**config.mk**
```make
export PLATFORM = sky130hd
export DESIGN_NAME = dsa_front
export DESIGN_NICKNAME = d
export VERILOG_FILES = /design/src/hdl/dsa_pkg.sv /design/src/hdl/dsa_front.sv
export SDC_FILE = /design/constraint.sdc
export NUM_CORES = 1
export LEC_CHECK = 0
export BUFFER_PORTS_ARGS = -buffer_cell sky130_fd_sc_hd__buf_2
export CAP_MARGIN = 20
export CORE_AREA = 3 3 169 171
export DETAILED_ROUTE_END_ITERATION = 10
export DIE_AREA = 0 0 172 174
export HOLD_SLACK_MARGIN = 0.06
export SYNTH_ARGS = -nofsm -noshare
export SYNTH_HDL_FRONTEND = slang
export SYNTH_SLANG_ARGS = --single-unit
```
**constraint.sdc**
```tcl
create_clock -name clock -period 7.1 [get_ports clock]
set_input_delay 0.71 -clock clock [delete_from_list [all_inputs] [get_ports clock]]
set_output_delay 0.71 -clock clock [all_outputs]
set_load 0.01 [all_outputs]
```
**src/hdl/dsa_pkg.sv**
```systemverilog
`timescale 1ns / 1ps
// Types, codes and fixed widths for the descriptor slot allocator.
// No dependencies; imported by every other module of the block but dsa_ram.
package dsa_pkg;

   localparam int unsigned POOLS      = 4;
   localparam int unsigned DATA_W     = 64;
   localparam int unsigned STRIDE_W   = 11;
   localparam int unsigned REQ_USER_W = 3;
   localparam int unsigned RSP_USER_W = 3;
   localparam int unsigned CSR_ADDR_W = 6;
   localparam int unsigned QUEUE_DEPTH = 2;
   localparam logic [STRIDE_W-1:0] STRIDE_RESET = STRIDE_W'(32);

   typedef enum logic [0:0] {
      KIND_ALLOC = 1'b0,
      KIND_FREE  = 1'b1
   } kind_type;

   typedef enum logic [1:0] {
      POOL_RESOURCE = 2'd0,
      POOL_SAMPLER  = 2'd1,
      POOL_TARGET   = 2'd2,
      POOL_DEPTH    = 2'd3
   } pool_type;

   typedef enum logic [2:0] {
      STATUS_OK           = 3'd0,
      STATUS_EXHAUSTED    = 3'd1,
      STATUS_BELOW_BASE   = 3'd2,
      STATUS_NEVER_ISSUED = 3'd3,
      STATUS_STACK_FULL   = 3'd4
   } status_type;

   typedef enum logic [2:0] {
      REG_BASE_RESOURCE   = 3'd0,
      REG_BASE_SAMPLER    = 3'd1,
      REG_BASE_TARGET     = 3'd2,
      REG_BASE_DEPTH      = 3'd3,
      REG_STRIDE_RESOURCE = 3'd4,
      REG_STRIDE_SAMPLER  = 3'd5,
      REG_STRIDE_TARGET   = 3'd6,
      REG_STRIDE_DEPTH    = 3'd7
   } csr_reg_type;

   typedef struct packed {
      logic [POOLS-1:0][DATA_W-1:0]   base;
      logic [POOLS-1:0][STRIDE_W-1:0] stride;
   } cfg_type;

   // classified request: offset is handle minus pool base, below marks a borrow
   typedef struct packed {
      kind_type          kind;
      pool_type          pool;
      logic              below;
      logic [DATA_W-1:0] offset;
   } cmd_type;

endpackage

```
**src/hdl/dsa_front.sv**
```systemverilog
`timescale 1ns / 1ps
// Request intake: takes a transfer, subtracts the pool base and flags
// handles below it. Depends on dsa_pkg.
module dsa_front (
   input  logic                            clock,
   input  logic                            reset,
   input  dsa_pkg::cfg_type                cfg,
   input  logic                            req_tvalid,
   output logic                            req_tready,
   input  logic [dsa_pkg::DATA_W-1:0]      req_tdata,
   input  logic [dsa_pkg::REQ_USER_W-1:0]  req_tuser,
   output logic                            cmd_valid,
   input  logic                            cmd_ready,
   output dsa_pkg::cmd_type                cmd
);
   import dsa_pkg::*;

   logic            valid_ff, valid_in;
   cmd_type         cmd_ff, cmd_in;
   pool_type        pool;
   logic [DATA_W:0] diff;

   assign pool       = pool_type'(req_tuser[2:1]);
   assign diff       = {1'b0, req_tdata} - {1'b0, cfg.base[pool]};
   assign req_tready = !valid_ff || cmd_ready;

   always_comb begin
      valid_in = valid_ff && !cmd_ready;
      cmd_in   = cmd_ff;
      if (req_tvalid && req_tready) begin
         valid_in      = 1'b1;
         cmd_in.kind   = kind_type'(req_tuser[0]);
         cmd_in.pool   = pool;
         cmd_in.below  = diff[DATA_W];
         cmd_in.offset = diff[DATA_W-1:0];
      end
   end

   always_ff @(posedge clock) begin
      if (reset) begin
         valid_ff <= 1'b0;
      end else begin
         valid_ff <= valid_in;
      end
      cmd_ff <= cmd_in;
   end

   assign cmd_valid = valid_ff;
   assign cmd       = cmd_ff;

endmodule

```
After elaboration in Yosys (flattened, before gate mapping):

Cells that the tools add are included.

* flip-flop bits (word level): 69
* input bits: 371
* logic and storage cells: 15
* output and inout bits: 70

* reductions and logical operators: 5
* muxes and demuxes: 3
* order comparisons: 1
* add/subtract/negate cells: 1

Operators by type and width (count)
* 64-bit binary-select mux with 2-bit select: 1
* 64-bit by 64-bit subtractor with 65-bit output: 1
* 64-bit two-way mux: 1
* 2-bit by 3-bit less-than comparator with 1-bit output (second input constant): 1
* 1-bit logical AND: 2
* 1-bit zero test: 2
* 1-bit logical OR: 1
* 1-bit two-way mux: 1

Longest topological paths before layout:

Gate-level depths: netlist of the first run.

* depth after elaboration: 4
* mapped depth: 15
* gate-level depth less buffers: 12

Worst setup path after synthesis of the first run:

OpenSTA, ideal clock, no wires.

* kind: input to register
* start point: input req_tuser[1] (netlist name)
* end point: register cmd_ff, in the netlist cmd[60] (data pin)
* setup slack: 2403 ps
* required time: 6836 ps
* cell stages on the path: 14
* data arrival time: 4434 ps
* path buffers: 2
* library setup time: 264 ps
* cell sequence: clkbuf_1 buf_1 mux4_2 ha_1 fa_1 nand2b_1 a21oi_1 o41a_1 a21oi_1 o21a_2 o31ai_4 a41oi_2 a31oi_1 xor2_1

* word-level cells in the longest chain between the ends: 3

RTL lines
* start, declared: RTL line dsa_front.sv:11 `input logic [dsa_pkg::REQ_USER_W-1:0] req_tuser,`
* 64-bit binary-select mux with 2-bit select: RTL line dsa_front.sv:24 `assign diff = {1'b0, req_tdata} - {1'b0, cfg.base[pool]};`
* 64-bit two-way mux (implied by the code): RTL line dsa_front.sv:24
* 64-bit by 64-bit subtractor with 65-bit output: RTL line dsa_front.sv:24
* via diff[60]: RTL line dsa_front.sv:21 `logic [DATA_W:0] diff;`
* end signal, assigned: RTL line dsa_front.sv:45 `cmd_ff <= cmd_in;`
* end, declared: RTL line dsa_front.sv:19 `cmd_type cmd_ff, cmd_in;`

The timed path passes the listed nets, and every way through them passes these cells. The select of a mux whose other input is x is not followed.
A chain may end at the register's enable or synchronous reset.

Worst setup path in the final report of the first run:

* start point: input req_tuser[1] (netlist name)
* end point: register cmd_ff, in the netlist cmd[58] (data pin)

Same word-level chain as after synthesis.

==> results.sh, run 1 <==
export IMPL_yosys_warnings=0
export IMPL_routedWlPerCell_um=19.7
export IMPL_drc=0
export IMPL_hold_class="primary input to register"
export IMPL_synth_seq_area_share_pct=26.9
export IMPL_internal_power_w=0.00122
export IMPL_power_switching_share_pct=36.8
export IMPL_period_share_pct=65.6
export IMPL_ir_drop_mv=0.0761
export IMPL_first_iter_violations=546
export IMPL_critPathLaunchType="primary input"
export IMPL_finalHoldViolations=0
export IMPL_synth_cell_type_count=69
export IMPL_post_cts_buffers=0
export IMPL_clk_latency_ns=0.35
export IMPL_setup_viol=0
export IMPL_syn_avg_cell_area_um2=9.94
export IMPL_synthFlopType="edfxtp_1"
export IMPL_grt_antenna_before_repair=6
export IMPL_io_buffers=396
export IMPL_core_area_mm2=0.0270
export IMPL_placedInstanceArea_mm2=0.00998
export IMPL_synth_area_leader_cell="edfxtp_1"
export IMPL_post_route_min_period_ns=4.66
export IMPL_r2r_start="cmd_valid"
export IMPL_cp_slowest_cell="mux4_2"
export IMPL_clock_sink_count=69
export IMPL_max_clock_freq_ghz=0.215
export IMPL_fin_worst_skew_ns=0.0114
export IMPL_num_vias=7729
export IMPL_area_delta_synth_final_pct=33.9
export IMPL_reg2regPathDepth=2
export IMPL_dpl_hpwl_um=25600
export IMPL_rsz0062_at_grt="false"
export IMPL_io_pins=441
export IMPL_synth_top_area_share_pct=26.6
export IMPL_worst_slack_ns=2.44
export IMPL_place_congestion=0.954
export IMPL_cts_tree="done"
export IMPL_min_path_cells=2
export IMPL_tns_ns=0
export IMPL_switchingPower_w=0.000711
export IMPL_outcome="completed"
export IMPL_grt_total_usage_pct=19.4
export IMPL_rows=60
export IMPL_die_area_mm2=0.0299
export IMPL_clkPwrFrac_pct=23.6
export IMPL_required_ns=7.19
export IMPL_grt_max_degree=69
export IMPL_hold_path_end="cmd_valid"
export IMPL_grt_pass1_vias=7867
export IMPL_grt_overflow_total=0
export IMPL_syn_area_mm2=0.00768
export IMPL_pwr_share_comb_pct=46.7
export IMPL_synth_edf_count=68
export IMPL_drive_gt1_share_pct=43.5
export IMPL_fp_dieW_um=172
export IMPL_r2r_end="cmd[19]"
export IMPL_synth_area_leaders="edfxtp_1 (27%), mux4_2 (19%), ha_1 (11%)"
export IMPL_cts_repair_resized=0
export IMPL_crit_path_max_fanout=42
export IMPL_synthCells=772
export IMPL_cts_buffers=9
export IMPL_synthArstFlopShare_pct=0
export IMPL_fp_dieH_um=174
export IMPL_syn_num_nets=1214
export IMPL_vias_per_cell=5.16
export IMPL_cp_end_kind="register"
export IMPL_hp_start="reset"
export IMPL_powerDensity_mw_per_mm2=188
export IMPL_cap_violations=0
export IMPL_fin_util_pct=38.0
export IMPL_p_leak_nw=4.85
export IMPL_cts_buffer_depth=2
export IMPL_p_seq_share_pct=29.7
export IMPL_worstPathArrival_ns=4.75
export IMPL_wl_um=29600
export IMPL_htreeDepth=3
export IMPL_first_pass_iters=5
export IMPL_maxSlewHeadroom_pct=34.5
export IMPL_grt_pass1_wl_um=45100
export IMPL_path_clk_slew_ns=0.06
export IMPL_slowest_delay_ns=0.61
export IMPL_final_cell_area_mm2=0.0103
export IMPL_ant_nets=0
export IMPL_fillers=2777
export IMPL_worst_r2r_setup_slack_ns=5.47
export IMPL_crit_type="primary input to register"
export IMPL_worstMarginPinSlew_ns=0.983
export IMPL_fin_nets=1591
export IMPL_cts_root_buf="clkbuf_16"
export IMPL_drv_slew=0
export IMPL_synth_seq_cells=69
export IMPL_initial_core_util_pct=28.4
export IMPL_ctsHoldBuffers=0
export IMPL_crit_path_cell_trace="buf_4, mux4_2, ha_1, fa_1, nand2b_1, a21oi_1, o41ai_2, o31ai_2, o21ai_1, o21ai_2, a31oi_1, o31ai_1, xor2_1"
export IMPL_preCtsSetupSlack_ns=2.01
## stage by stage
step	power, W	hold slack (ns)	std cells
finish	0.00193	0.518	1499
global route	0.00206	0.519	1497
CTS	0.00195	0.502	1495
detailed placement	0.00149	0.516	1479
global placement	0.00148	0.501	1479
floorplan	0.00117	0.593	772
## registers in the layout, indices dropped and copies added, names as in the netlist
signal     cells
cmd           68
cmd_valid      1
## cell families after synthesis
family / count (synthesis) / share of synthesized area [%]
mux: 65 / 18.9
simple gates: 172 / 10.8
buf+inv: 118 / 5.92
flops: 69 / 26.9
xor+xnor: 60 / 6.85
fa+ha+maj: 71 / 11.7
compound gates: 217 / 19.0
## cell type report
type,count,area [µm²],share of cell area (%)
diodes,4,10.0,0.0974
clock buffers,13,270,2.63
clock inverters,3,20.0,0.195
inverters,84,315,3.07
multi-input cells,585,5160,50.2
flip-flops and latches,69,2060,20.1
well taps,341,427,4.15
repair buffers,400,2010,19.6
## cells in the mapped netlist, types with 4 or more instances
cell / instances
inv_1: 84
a21oi_1: 79
ha_1: 70
edfxtp_1: 68
mux4_2: 64
nand2_1: 57
nor2_1: 42
xnor2_1: 37
a21o_1: 32
o21ai_0: 29
nand4_1: 24
xor2_1: 23
clkbuf_1: 21
a31oi_1: 10
o21bai_1: 10
buf_1: 8
nand2b_1: 8
nor2b_1: 8
nand3_1: 7
and3_1: 6
nor3_1: 6
o21ai_1: 5
o221ai_1: 5
a21boi_0: 4
o21a_1: 4
## power groups by stage
stage | clock network, W | registers, W | logic, W
after floorplan | 0 | 0.000624 | 0.000547
after global placement | 0 | 0.000581 | 0.000897
after detailed placement | 0 | 0.000582 | 0.000904
after CTS | 0.000469 | 0.000575 | 0.000907
after global routing | 0.000483 | 0.000581 | 0.00100
final | 0.000456 | 0.000574 | 0.000904
## critical path, delay by kind of cell
family                   cells  cell delay [ns]
AO/OA/AOI/OAI                7             1.91
adder cells (fa/ha/maj)      2             0.65
multiplexers                 1             0.61
buffers and inverters        1             0.56
AND/OR/NAND/NOR              1             0.19
XOR/XNOR                     1             0.10
## how the worst max path moves through the flow
stage | start | endpoint | slack, ns | cells past startpoint
final | req_tuser[1] | cmd[58] | 2.44 | 13
after global routing | req_tuser[1] | cmd[63] | 2.17 | 14
after CTS | req_tuser[1] | cmd[58] | 2.39 | 13
after detailed placement | req_tuser[1] | cmd[58] | 2.01 | 13
after global placement | req_tuser[1] | cmd[58] | 2.05 | 13
after floorplan | req_tuser[1] | cmd[60] | 2.40 | 14
## routing by layer
layer	GRT usage (%)	vias up	part of all wire (%)
li1	-	3682	-
met5	0	-	0.091
met4	5.82	4	2.2
met3	3.12	42	6.1
met1	26.6	3704	44
met2	31.5	297	48
## layout by cell type, fill, tap and decap left out, types with 3 or more instances in the layout
cell type / synthesis / final
mux4_2: 64 / 64
xnor2_1: 37 / 37
o211ai_1: 3 / 3
o21ai_0: 29 / 29
nor3_1: 6 / 6
a211oi_1: 3 / 3
a21o_1: 32 / 32
clkbuf_16: 0 / 9
o21bai_1: 10 / 10
ha_1: 70 / 70
xor2_1: 23 / 23
buf_4: 2 / 5
nand2_1: 57 / 57
o21ai_1: 5 / 5
diode_2: 0 / 4
a21oi_1: 79 / 79
and3_1: 6 / 6
nand4_1: 24 / 24
inv_1: 84 / 84
a21boi_0: 4 / 4
a31oi_1: 10 / 10
edfxtp_1: 68 / 68
buf_2: 3 / 395
nand2b_1: 8 / 8
o221ai_1: 5 / 5
clkbuf_8: 0 / 3
nand3_1: 7 / 7
nor2b_1: 8 / 8
nor2_1: 42 / 42
o21a_1: 4 / 4
No activity file was read; power rests on OpenSTA's default activity.
==> run 2: changes to the inputs <==
--- a/config.mk
+++ b/config.mk
@@ -5,11 +5,12 @@
 export SDC_FILE = /design/constraint.sdc
 export NUM_CORES = 1
 export LEC_CHECK = 0
+export ABC_AREA = 1
 export BUFFER_PORTS_ARGS = -buffer_cell sky130_fd_sc_hd__buf_2
 export CAP_MARGIN = 20
-export CORE_AREA = 3 3 169 171
+export CORE_MARGIN = 3
+export CORE_UTILIZATION = 30
 export DETAILED_ROUTE_END_ITERATION = 10
-export DIE_AREA = 0 0 172 174
 export HOLD_SLACK_MARGIN = 0.06
 export SYNTH_ARGS = -nofsm -noshare
 export SYNTH_HDL_FRONTEND = slang
==> constraint.sdc (replaced) <==
create_clock -name clock -period 3.9 [get_ports clock]
set_input_delay 0.39 -clock clock [delete_from_list [all_inputs] [get_ports clock]]
set_output_delay 0.39 -clock clock [all_outputs]
set_load 0.01 [all_outputs]
==> results.sh, run 2 <==
export IMPL_syn_num_nets=2194
export IMPL_period_share_pct=82.3
export IMPL_drive_gt1_share_pct=24.7
export IMPL_clk_latency_ns=0.35
export IMPL_worstPathArrival_ns=3.32
export IMPL_die_area_mm2=0.0361
export IMPL_post_route_min_period_ns=3.21
export IMPL_critPathLaunchType="primary input"
export IMPL_wl_um=41400
export IMPL_cts_buffer_depth=2
export IMPL_area_delta_synth_final_pct=27.6
export IMPL_placedInstanceArea_mm2=0.0127
export IMPL_drc=0
export IMPL_synth_seq_cells=69
export IMPL_cts_root_buf="clkbuf_16"
export IMPL_grt_pass1_wl_um=61200
export IMPL_pwr_share_comb_pct=51.7
export IMPL_fp_dieW_um=190
export IMPL_cap_violations=0
export IMPL_core_area_mm2=0.0329
export IMPL_grt_overflow_total=0
export IMPL_synthTopCellsByCount="nand2_1 (771), inv_1 (322), a21oi_1 (112), nor2_1 (87), ha_1 (70)"
export IMPL_finalNonFillerCells=2578
export IMPL_cts_buffers=9
export IMPL_internal_power_w=0.00219
export IMPL_ir_drop_mv=0.181
export IMPL_rsz0062_at_grt="false"
export IMPL_finalHoldViolations=0
export IMPL_synth_area_leaders="nand2_1 (28%), edfxtp_1 (20%), inv_1 (12%)"
export IMPL_synth_area_leader_cell="nand2_1"
export IMPL_num_vias=12000
export IMPL_synth_edf_count=68
export IMPL_power_switching_share_pct=43.1
export IMPL_clock_sink_count=69
export IMPL_mostFrequentLayoutCell="nand2_1"
export IMPL_largest_reg_flops=68
export IMPL_vias_per_cell=4.64
export IMPL_fin_worst_skew_ns=0.00895
export IMPL_cp_end_kind="register"
export IMPL_grt_antenna_before_repair=4
export IMPL_grt_max_degree=130
export IMPL_fin_nets=2574
export IMPL_dpl_hpwl_um=35600
export IMPL_yosys_warnings=0
export IMPL_yosysMostFrequentCell="nand2_1"
export IMPL_tns_ns=0
export IMPL_max_clock_freq_ghz=0.312
export IMPL_htreeDepth=3
export IMPL_final_cell_area_mm2=0.0130
export IMPL_ant_nets=0
export IMPL_path_clk_slew_ns=0.06
export IMPL_post_cts_buffers=0
export IMPL_p_seq_share_pct=26.6
export IMPL_grt_pass1_vias=11400
export IMPL_required_ns=4.01
export IMPL_routedWlPerCell_um=16.1
export IMPL_first_pass_iters=5
export IMPL_drv_slew=0
export IMPL_p_leak_nw=7.50
export IMPL_rows=66
export IMPL_fp_dieH_um=190
export IMPL_worstMarginPinSlew_ns=1.07
export IMPL_syn_area_mm2=0.0102
export IMPL_cts_tree="done"
export IMPL_synth_cell_type_count=36
export IMPL_synthFlopType="edfxtp_1"
export IMPL_synthArstFlopShare_pct=0
export IMPL_initial_core_util_pct=30.9
export IMPL_synth_seq_area_share_pct=20.3
export IMPL_grt_total_usage_pct=22.0
export IMPL_crit_type="primary input to register"
export IMPL_setup_viol=0
export IMPL_first_iter_violations=784
export IMPL_powerDensity_mw_per_mm2=297
export IMPL_synthCells=1752
export IMPL_place_congestion=0.931
export IMPL_outcome="completed"
export IMPL_dp_cells=2563
export IMPL_hold_class="primary input to register"
export IMPL_switchingPower_w=0.00166
export IMPL_synth_top_area_share_pct=28.5
export IMPL_layout_common_cells="nand2_1 (771), buf_2 (395), inv_1 (321)"
export IMPL_maxSlewHeadroom_pct=28.7
export IMPL_syn_avg_cell_area_um2=5.81
export IMPL_fin_util_pct=39.4
export IMPL_ctsHoldBuffers=0
export IMPL_io_pins=441
export IMPL_crit_path_max_fanout=86
export IMPL_io_buffers=396
export IMPL_cts_repair_resized=0
export IMPL_clkPwrFrac_pct=21.7
-- run 2: final cells by class --
class                           count  area (µm²)
Sequential cell                    69        2060
Multi-Input combinational cell   1305        6690
Timing Repair Buffer              411        2120
Inverter                          336        1270
Fill cell                        3663       20000
Antenna cell                        1        2.50
Tap cell                          442         553
Clock buffer                       10         229
Clock inverter                      4        51.3
-- run 2: worst max-delay path, cell delays in order --
cell and delay [ns]:
buf_4 0.13, inv_4 0.55, nand2_1 0.10, a32o_1 0.36, ha_1 0.44, nand3_1 0.11
nand2_1 0.19, nand2_1 0.07, nand2_1 0.14, nand2_1 0.07, nand2_1 0.19, nand2_1 0.11
nand2_2 0.14, nand2_1 0.08, nand3_1 0.07, nand2_1 0.05
-- run 2: power groups by stage --
stage | sequential [W] | combinational [W] | clock (W)
2_1_floorplan | 0.00110 | 0.00118 | 0
3_5_place_dp | 0.00104 | 0.00199 | 0
4_1_cts | 0.00103 | 0.00200 | 0.000865
5_1_grt | 0.00104 | 0.00224 | 0.000883
6_report | 0.00102 | 0.00199 | 0.000835
3_3_place_gp | 0.00104 | 0.00198 | 0
-- run 2: metrics by stage --
step	hold slack, ns	setup slack, ns	total power (W)
CTS	0.174	0.636	0.00390
finish	0.188	0.692	0.00385
global route	0.191	0.399	0.00416
detailed placement	0.554	0.262	0.00303
global placement	0.528	0.309	0.00302
floorplan	0.459	1.04	0.00228
-- run 2: final timing paths --
| kind | start | end | slack, ns | cells past startpoint |
|---|---|---|---|---|
| min | reset | cmd_valid | 0.19 | 2 |
| max reg2reg | cmd_valid | cmd[27] | 1.98 | 2 |
| max | req_tuser[1] | cmd[45] | 0.69 | 16 |
| min reg2reg | cmd_valid | cmd_valid | 0.57 | 2 |
-- run 2: logic make-up (layout without fill, tap and decap cells) --
| kind of cell | Yosys count | after routing | share of synthesized area [%] |
|---|---|---|---|
| flip-flops | 69 | 69 | 20.3 |
| AO/OA/AOI/OAI | 186 | 186 | 12.4 |
| other | 0 | 1 | 0 |
| AND/OR/NAND/NOR | 1017 | 1017 | 41.7 |
| buffers and inverters | 378 | 761 | 14.0 |
| adder cells (fa/ha/maj) | 71 | 71 | 8.81 |
| XOR/XNOR | 31 | 31 | 2.74 |
-- run 2: metal layers --
layer  vias up  global-route usage, %  part of all wire (%)
li1       6217                      -                     -
met1      5238                   28.8                    44
met2       455                   37.4                    45
met3        49                   3.67                   7.9
met4         4                   6.24                   2.4
met5         -                      0                 0.048
==> run 3: changes to the inputs <==
==> constraint.sdc (replaced) <==
create_clock -name clock -period 3 [get_ports clock]
set_input_delay 0.3 -clock clock [delete_from_list [all_inputs] [get_ports clock]]
set_output_delay 0.3 -clock clock [all_outputs]
set_load 0.01 [all_outputs]
==> results.sh, run 3 (synthesis results as in run 2) <==
export IMPL_io_buffers=396
export IMPL_io_pins=441
export IMPL_clk_latency_ns=0.36
export IMPL_crit_path_max_fanout=91
export IMPL_slowest_delay_ns=0.46
export IMPL_drc=0
export IMPL_crit_path_cell_trace="buf_4, buf_12, nand2_1, a32o_1, ha_1, nand3_1, nand2_1, nand2_1, nand2_1, nand2_1, nand2_1, nand2_1, nand2_2, nand2_1, nand3_1, nand2_1"
export IMPL_hold_class="primary input to register"
export IMPL_finalHoldViolations=0
export IMPL_fp_dieW_um=190
export IMPL_path_clk_slew_ns=0.06
export IMPL_p_seq_share_pct=24.6
export IMPL_ctsHoldBuffers=0
export IMPL_fin_worst_skew_ns=0.0105
export IMPL_pwr_share_comb_pct=53.5
export IMPL_grt_antenna_before_repair=4
export IMPL_area_delta_synth_final_pct=37.0
export IMPL_cts_tree="done"
export IMPL_cts_buffers=9
export IMPL_power_switching_share_pct=41.4
export IMPL_dpl_hpwl_um=36600
export IMPL_place_congestion=0.924
export IMPL_grt_pass1_wl_um=62600
export IMPL_core_area_mm2=0.0329
export IMPL_finalPower_w=0.00542
export IMPL_internal_power_w=0.00317
export IMPL_fp_dieH_um=190
export IMPL_critPathLaunchType="primary input"
export IMPL_switchingPower_w=0.00224
export IMPL_cts_repair_resized=0
export IMPL_htreeDepth=3
export IMPL_required_ns=3.11
export IMPL_wl_um=42100
export IMPL_outcome="completed"
export IMPL_cp_slowest_cell="ha_1"
export IMPL_post_route_min_period_ns=2.81
export IMPL_grt_max_degree=92
export IMPL_worstMarginPinSlew_ns=0.453
export IMPL_routedWlPerCell_um=15.6
export IMPL_placedInstanceArea_mm2=0.0136
export IMPL_rows=66
export IMPL_powerDensity_mw_per_mm2=389
export IMPL_worst_r2r_setup_slack_ns=1.72
export IMPL_setup_viol=0
export IMPL_num_vias=12400
export IMPL_cts_buffer_depth=2
export IMPL_fin_nets=2687
export IMPL_vias_per_cell=4.58
export IMPL_p_leak_nw=8.09
export IMPL_drive_gt1_share_pct=28.5
export IMPL_critPathBufInv=2
export IMPL_largest_reg_flops=68
export IMPL_cpLargestDelayFamily="simple AND/OR/NAND/NOR gates"
export IMPL_die_area_mm2=0.0361
export IMPL_layout_common_cells="nand2_1 (771), buf_2 (395), inv_1 (321)"
export IMPL_period_share_pct=93.6
export IMPL_grt_total_usage_pct=22.5
export IMPL_grt_pass1_vias=12000
export IMPL_cp_end_kind="register"
export IMPL_cpMostUsedCell="nand2_1"
export IMPL_post_cts_buffers=0
export IMPL_cap_violations=0
export IMPL_crit_type="primary input to register"
export IMPL_cts_root_buf="clkbuf_16"
export IMPL_mostFrequentLayoutCell="nand2_1"
export IMPL_clock_sink_count=69
export IMPL_ir_drop_mv=0.287
export IMPL_grt_overflow_total=0
export IMPL_clkPwrFrac_pct=21.9
export IMPL_first_iter_violations=703
export IMPL_initial_core_util_pct=30.9
export IMPL_ant_nets=0
export IMPL_worstPathArrival_ns=2.92
export IMPL_max_clock_freq_ghz=0.356
export IMPL_rsz0062_at_grt="false"
export IMPL_drv_slew=0
export IMPL_first_pass_iters=6
export IMPL_final_cell_area_mm2=0.0139
export IMPL_maxSlewHeadroom_pct=69.8
run 3: cell types whose count changed in the layout (fill, tap and decap cells not counted), sizes merged:
cell / delta
buf: +113
bufinv: +1
diode: +3
run 3: worst reg2reg max path, cell delays in order (launching register included):
cell and delay, ns:
dfxtp_1 0.34, a21oi_4 0.17, buf_12 0.33
run 3: worst paths after layout:
path	depth (start not counted)	from	endpoint
max reg2reg	2	cmd_valid	cmd[37]
min	2	reset	cmd_valid
max	16	req_tuser[1]	cmd[45]
min reg2reg	2	cmd_valid	cmd_valid
run 3: final cells by class:
| class | count | area (µm²) |
|---|---|---|
| inverter | 336 | 1270 |
| multi-input combinational | 1305 | 6690 |
| clock inverter | 5 | 76.3 |
| tap | 442 | 553 |
| timing repair buffer | 524 | 3050 |
| antenna | 4 | 10.0 |
| fill | 3543 | 19000 |
| clock buffer | 10 | 229 |
| sequential | 69 | 2060 |
run 3: per-layer routing:
metal	global-route usage, %	up-vias	routed length (µm)
li1	-	6459	-
met1	28.9	5435	19000
met2	38.2	400	19300
met3	4.02	56	2730
met4	7.03	2	1140
met5	0	-	12
run 3: power groups by stage:
stage	registers [W]	logic [W]	clock network (W)
after floorplan	0.00143	0.00153	0
after global placement	0.00135	0.00288	0
after detailed placement	0.00135	0.00290	0
after CTS	0.00134	0.00291	0.00122
after global routing	0.00135	0.00323	0.00126
final	0.00133	0.00290	0.00118
run 3: per-stage QoR:
| step | setup WS [ns] | std cells | hold slack (ns) | util (%) | TNS, ns |
|---|---|---|---|---|---|
| 2_1_floorplan | 0.233 | 1752 | 0.369 | - | 0 |
| 3_3_place_gp | -0.0964 | 2676 | 0.460 | 41.3 | -1.09 |
| 3_5_place_dp | -0.109 | 2676 | 0.460 | 41.3 | -1.74 |
| 4_1_cts | 0.245 | 2691 | 0.0810 | 42.3 | 0 |
| 5_1_grt | 0.0173 | 2694 | 0.0779 | 42.3 | 0 |
| 6_report | 0.193 | 2695 | 0.0957 | 42.3 | 0 |
